<file path="config.mk">
export PLATFORM = sky130hd
export DESIGN_NAME = vmm_controller
export DESIGN_NICKNAME = d
export VERILOG_FILES = /design/src/sv/vmm_pkg.sv /design/src/sv/vmm_controller.sv
export SDC_FILE = /design/constraint.sdc
export NUM_CORES = 1
export LEC_CHECK = 0
export ABC_AREA = 1
export BUFFER_PORTS_ARGS = -buffer_cell sky130_fd_sc_hd__buf_2
export CORE_ASPECT_RATIO = 0.7
export CORE_UTILIZATION = 39
export DETAILED_ROUTE_END_ITERATION = 16
export GPL_ROUTABILITY_DRIVEN = 0
export PLACE_DENSITY = 0.57
export SLEW_MARGIN = 20
export SYNTH_ARGS = -nofsm -noshare
export SYNTH_HDL_FRONTEND = slang
export SYNTH_SLANG_ARGS = --single-unit
</file>
<file path="constraint.sdc">
create_clock -name aclk -period 3.1 [get_ports aclk]
set_input_delay 0.775 -clock aclk [delete_from_list [all_inputs] [get_ports aclk]]
set_output_delay 0.775 -clock aclk [all_outputs]
set_load 0.02 [all_outputs]
</file>
<file path="src/sv/vmm_pkg.sv">
`default_nettype none

package vmm_pkg;

    // Field widths of the stream payloads.
    localparam int DATA_W    = 32;
    localparam int CMD_W     = 2;
    localparam int ROW_IDX_W = 6;
    localparam int COL_IDX_W = 6;
    localparam int CFG_W     = 7;
    localparam int CFG_IDX_W = 1;

    // Input tdata: row_index, column_index, element_value, zero padded to bytes.
    localparam int S_ROW_LSB  = 0;
    localparam int S_COL_LSB  = S_ROW_LSB + ROW_IDX_W;
    localparam int S_VAL_LSB  = S_COL_LSB + COL_IDX_W;
    localparam int S_USED_W   = S_VAL_LSB + DATA_W;
    localparam int S_TDATA_W  = ((S_USED_W + 7) / 8) * 8;

    // Output tdata: product_value, result_column, zero padded to bytes.
    localparam int M_COL_LSB  = DATA_W;
    localparam int M_USED_W   = M_COL_LSB + COL_IDX_W;
    localparam int M_TDATA_W  = ((M_USED_W + 7) / 8) * 8;

    // Input command codes; code 3 is unused and ignored.
    typedef enum logic [CMD_W-1:0] {
        CMD_WR_VECTOR = 2'd0,
        CMD_WR_MATRIX = 2'd1,
        CMD_COMPUTE   = 2'd2
    } cmd_t;

    // Configuration register indexes.
    localparam logic [CFG_IDX_W-1:0] REG_VECTOR_LENGTH = 1'b0;
    localparam logic [CFG_IDX_W-1:0] REG_COLUMN_COUNT  = 1'b1;
    localparam logic [CFG_W-1:0]     CFG_RESET_VALUE   = 7'd64;

    // Controller states.
    typedef enum logic [1:0] {
        ST_IDLE,
        ST_RUN,
        ST_DRAIN,
        ST_EMIT
    } state_t;

    // Commands from the controller to the datapath.
    typedef struct packed {
        logic write;
        logic issue;
        logic acc_clear;
        logic emit;
        logic last;
    } ctrl_t;

    // Status from the datapath to the controller.
    typedef struct packed {
        logic pipe_busy;
        logic out_free;
    } stat_t;

endpackage

`default_nettype wire

</file>
<file path="src/sv/vmm_controller.sv">
`default_nettype none

module vmm_controller #(
    parameter int MAX_LENGTH  = 64,
    parameter int MAX_COLUMNS = 64
) (
    input  wire logic                                 aclk,
    input  wire logic                                 aresetn,
    input  wire logic                                 cfg_valid,
    output logic                                      cfg_ready,
    input  wire logic [vmm_pkg::CFG_IDX_W-1:0]        cfg_index,
    input  wire logic [vmm_pkg::CFG_W-1:0]            cfg_data,
    input  wire logic                                 s_valid,
    output logic                                      s_ready,
    input  wire logic [vmm_pkg::CMD_W-1:0]            s_command,
    input  wire vmm_pkg::stat_t                       stat,
    output vmm_pkg::ctrl_t                            ctrl,
    output logic [(((MAX_LENGTH < 64) ? MAX_LENGTH : 64) > 1 ?
                   $clog2((MAX_LENGTH < 64) ? MAX_LENGTH : 64) : 1)-1:0] row_idx,
    output logic [(MAX_COLUMNS > 1 ? $clog2(MAX_COLUMNS) : 1)-1:0] col_idx
);

    localparam int ROWS  = (MAX_LENGTH < 64) ? MAX_LENGTH : 64;
    localparam int ROW_W = (ROWS > 1) ? $clog2(ROWS) : 1;
    localparam int COL_W = (MAX_COLUMNS > 1) ? $clog2(MAX_COLUMNS) : 1;

    vmm_pkg::state_t             state_reg;
    vmm_pkg::state_t             state_next;
    logic [vmm_pkg::CFG_W-1:0]   vector_length_reg;
    logic [vmm_pkg::CFG_W-1:0]   column_count_reg;
    logic [vmm_pkg::CFG_W-1:0]   len_eff;
    logic [vmm_pkg::CFG_W-1:0]   cols_eff;
    logic [ROW_W-1:0]            row_reg;
    logic [ROW_W-1:0]            row_next;
    logic [COL_W-1:0]            col_reg;
    logic [COL_W-1:0]            col_next;
    logic                        row_end;
    logic                        col_end;

    // Configuration writes are always taken.
    assign cfg_ready = 1'b1;

    always_ff @(posedge aclk) begin
        if (!aresetn) begin
            vector_length_reg <= vmm_pkg::CFG_RESET_VALUE;
            column_count_reg  <= vmm_pkg::CFG_RESET_VALUE;
        end else if (cfg_valid) begin
            case (cfg_index)
                vmm_pkg::REG_VECTOR_LENGTH: vector_length_reg <= cfg_data;
                vmm_pkg::REG_COLUMN_COUNT:  column_count_reg  <= cfg_data;
                default: ;
            endcase
        end
    end

    // Zero counts as one; larger values saturate at what the stores hold.
    always_comb begin
        if (vector_length_reg == '0) begin
            len_eff = 7'd1;
        end else if (32'(vector_length_reg) > 32'(ROWS)) begin
            len_eff = vmm_pkg::CFG_W'(ROWS);
        end else begin
            len_eff = vector_length_reg;
        end
        if (column_count_reg == '0) begin
            cols_eff = 7'd1;
        end else if (32'(column_count_reg) > 32'(MAX_COLUMNS)) begin
            cols_eff = vmm_pkg::CFG_W'(MAX_COLUMNS);
        end else begin
            cols_eff = column_count_reg;
        end
    end

    assign row_end = (vmm_pkg::CFG_W'(row_reg) == len_eff - 7'd1);
    assign col_end = (vmm_pkg::CFG_W'(col_reg) == cols_eff - 7'd1);

    // State and counter registers.
    always_ff @(posedge aclk) begin
        if (!aresetn) begin
            state_reg <= vmm_pkg::ST_IDLE;
            row_reg   <= '0;
            col_reg   <= '0;
        end else begin
            state_reg <= state_next;
            row_reg   <= row_next;
            col_reg   <= col_next;
        end
    end

    // Next state and datapath commands.
    always_comb begin
        state_next     = state_reg;
        row_next       = row_reg;
        col_next       = col_reg;
        s_ready        = 1'b0;
        ctrl.write     = 1'b0;
        ctrl.issue     = 1'b0;
        ctrl.acc_clear = 1'b0;
        ctrl.emit      = 1'b0;
        ctrl.last      = 1'b0;
        case (state_reg)
            vmm_pkg::ST_IDLE: begin
                s_ready = 1'b1;
                if (s_valid) begin
                    if (vmm_pkg::cmd_t'(s_command) == vmm_pkg::CMD_COMPUTE) begin
                        ctrl.acc_clear = 1'b1;
                        row_next       = '0;
                        col_next       = '0;
                        state_next     = vmm_pkg::ST_RUN;
                    end else begin
                        ctrl.write = 1'b1;
                    end
                end
            end
            vmm_pkg::ST_RUN: begin
                // One vector and one matrix read per cycle down the column.
                ctrl.issue = 1'b1;
                if (row_end) begin
                    row_next   = '0;
                    state_next = vmm_pkg::ST_DRAIN;
                end else begin
                    row_next = row_reg + 1'b1;
                end
            end
            vmm_pkg::ST_DRAIN: begin
                if (!stat.pipe_busy) begin
                    state_next = vmm_pkg::ST_EMIT;
                end
            end
            vmm_pkg::ST_EMIT: begin
                if (stat.out_free) begin
                    ctrl.emit = 1'b1;
                    ctrl.last = col_end;
                    if (col_end) begin
                        state_next = vmm_pkg::ST_IDLE;
                    end else begin
                        ctrl.acc_clear = 1'b1;
                        col_next       = col_reg + 1'b1;
                        state_next     = vmm_pkg::ST_RUN;
                    end
                end
            end
            default: begin
                state_next = vmm_pkg::ST_IDLE;
            end
        endcase
    end

    assign row_idx = row_reg;
    assign col_idx = col_reg;

endmodule

`default_nettype wire

</file>
==> results.md <==
- Status: finished, final reports clean
- Die ar.: 5382 um^2
- Cell variety after synth: 32
- Root buf cell: clkbuf_8
- Maximum vdd drop: 0.2127 mV
- Max cap viols: 0
- Worst R2R End: row_idx[3]
- Final setup violation count: 0
- Input/output buffers: 33
- Synthesized flop and latch total: 28
- Initial antenna violation count: 0
- Buf/Inv on CP: 1
- Setup Skew: 0.003210 ns
- CTS Sinks: 28
- Overall Power: 1.297 mW
- Vias per Instance: 4.713
- Crit end category: output pin
- Filler instances: 531
- Mean area per synthesized cell: 6.320 um^2
- HPWL after DPL: 3549 um
- Total grt overflow: 0
- Boundary Pins: 35
- CTS buffer count: 3
- Via count: 2003
- WHS Path Cells: 2
- Pleak: 1.159 nW
- Final worst-path cycle share: 0.9492
- CP max stage delay: 0.38 ns
- Max-slew violation total from the final report: 0
- CP arrival: 2.17 ns
- Remaining design rule violation count: 0
- Post-synth EDFFs: 0
- Area growth syn-to-layout: 21.50%
- Hold path start: vector_length_reg[0]
- Crit-path leading delay family: simple AND/OR/NAND/NOR gates
- Critical Path RT: 2.32 ns
- Top FF cell, synth: dfxtp_1
- Max H-tree Level: 1
- Hold Crit Class: flip-flop to flip-flop
- Clock latency on the worst-skew pair: 0.28 ns
- Max Fanout on Critical Path: 7
- Cell Rows: 21
- Syn Inst Count: 314
- Final antenna-violating net count: 0
- Layout Utilization: 0.4987
- Final WL: 4685 um
- Reg2reg setup slack: 0.90 ns
- Die Y: 61.68 um
- Initial core utilization: 0.4105
- Startpoint types: flip-flop
- Largest net degree at the start of global routing: 20
- DRT Pass-1 Iters: 4
- Routed WL per cell: 11.02 um
- Worst Setup Path Type: flip-flop to output pin
- Fin crit period: 2.943 ns
- All-Layer GR Usage: 0.1770
- Worst-path clk slew: 0.10 ns
- Vias in the first global route: 1598
- Warnings, synthesis: 0
- Hold Path End: vector_length_reg[0]
- CP max stage cell: dfxtp_4
- Syn_nets: 338
- FF-to-FF Start: vector_length_reg[3]
- Core area: 4835 um^2
- Clock Path Buffers: 2
- R2r worst-path depth: 17
- Cell Area, Synth: 1984 um^2
- First-pass GRT wire length: 7438 um
- Fin nets: 381
- FMAX: 0.3398 GHz
- Power per cell area: 537.7 nW/um^2
- Sequential area share after synthesis: 0.2825
- Starting DRT DRC Count: 58
- Async S/R FF share, synth: 0
- # diodes: 0
- Die Span X: 87.26 um
- Fraction of layout cells with a size suffix above 1: 0.2275
- Final Hold Vio Count: 0
- CTS tree: done
- Critical Path, Cell by Cell: nor2_1 > nand3_2 > nand2_4 > nand2_2 > ha_4 > xnor2_2 > a21oi_2 > nand3_2 > nor2_4 > nand2_2 > nand2_1 > a21oi_1 > buf_4
-- cells in the mapped netlist (3+ instances only) --
master | count | area (um^2)
nand3b_1 | 4 | 30.03
nand2_1 | 83 | 311.6
nor2_1 | 44 | 165.2
o21ai_0 | 20 | 100.1
ha_1 | 8 | 100.1
dfxtp_1 | 28 | 560.5
nor3_1 | 4 | 20.02
o21ai_1 | 5 | 25.02
a21oi_1 | 16 | 80.08
xor2_1 | 7 | 61.31
nand4_1 | 8 | 50.05
nor2_2 | 4 | 25.02
nand2_2 | 3 | 18.77
inv_1 | 33 | 123.9
nor2_4 | 3 | 33.78
nand3_1 | 20 | 100.1
inv_2 | 5 | 18.77
-- logic make-up (layout without fill, tap and decap cells) --
kind of cell             after synthesis  after routing  share of synthesized area
buffers and inverters                 42             84                    0.08196
AO/OA/AOI/OAI                         46             46                     0.1230
flip-flops                            28             28                     0.2825
AND/OR/NAND/NOR                      180            180                     0.4206
other                                  1              1                   0.001890
adder cells (fa/ha/maj)                8              8                    0.05044
XOR/XNOR                               9              9                    0.03972
-- layer usage --
layer	track usage	routed length (um)
met5	0	0
met1	0.2643	2602
met2	0.2701	1888
met4	0.02108	16
met3	0.03485	177
-- where the power goes --
part	internal, mW	switching, mW
sequential	0.395	0.0447
clock	0.173	0.121
combinational	0.196	0.367
-- worst register-to-register path, stage by stage (launching register included) --
cell and delay, ns:
dfxtp_1 0.39, nor2_1 0.17, nand3_1 0.12, nand2_2 0.14, nand2_1 0.07, ha_1 0.22
inv_1 0.06, nand2_1 0.06, nand2_1 0.07, nand2_1 0.04, nand2_1 0.05, nand4_1 0.09
nor2_1 0.10, nand3_1 0.16, nand2_2 0.13, nand2_1 0.07, nand2_2 0.11, nor3b_1 0.06
-- timing repair --
action	CTS	global route
buffers inserted	0	8
endpoints found under the setup margin	0	2
hold buffers	0	0
gates resized for setup	0	19
-- cell type report --
cell class                 count  area (um^2)  share of cell area
multi-input combinational    244         1306              0.5418
sequential                    28        573.1              0.2377
timing repair buffer          41        227.7             0.09445
inverter                      39        146.4             0.06072
tap                           69        86.33             0.03581
clock buffer                   3        41.29             0.01713
clock inverter                 1        30.03             0.01245
-- layout by cell type, fill, tap and decap left out, types with 5 or more instances in the layout --
cell     instances
nand2_1         80
o21ai_0         20
buf_2           32
nand3_1         20
inv_2            5
dfxtp_1         22
buf_4            9
ha_1             7
o21ai_1          5
nor2_2           5
inv_1           33
nand4_1          8
nor2_1          41
nor2_4           5
nand2_2          6
xor2_1           7
a21oi_1         16
-- per-stage QoR --
stage | cells | setup TNS (ns) | setup WS (ns) | hold slack, ns | instance area [um^2]
floorplan | 314 | 0 | 0.4685 | 0.4639 | 1984
global placement | 413 | 0 | 0.3905 | 0.4975 | 2220
detailed placement | 413 | 0 | 0.3511 | 0.4959 | 2220
CTS | 417 | 0 | 0.02938 | 0.5112 | 2291
global route | 425 | -0.02186 | -0.02186 | 0.5539 | 2411
finish | 425 | 0 | 0.1574 | 0.5107 | 2411
-- worst max-delay path by stage --
stage	startpoint	endpoint	cells after the start
6_report	column_count_reg[2]	ctrl[2]	13
5_1_grt	column_count_reg[1]	ctrl[2]	13
4_1_cts	column_count_reg[1]	ctrl[2]	14
3_5_place_dp	column_count_reg[1]	ctrl[2]	14
3_3_place_gp	column_count_reg[1]	ctrl[2]	13
2_1_floorplan	column_count_reg[2]	ctrl[2]	13
(Power assumes the default switching activity.)
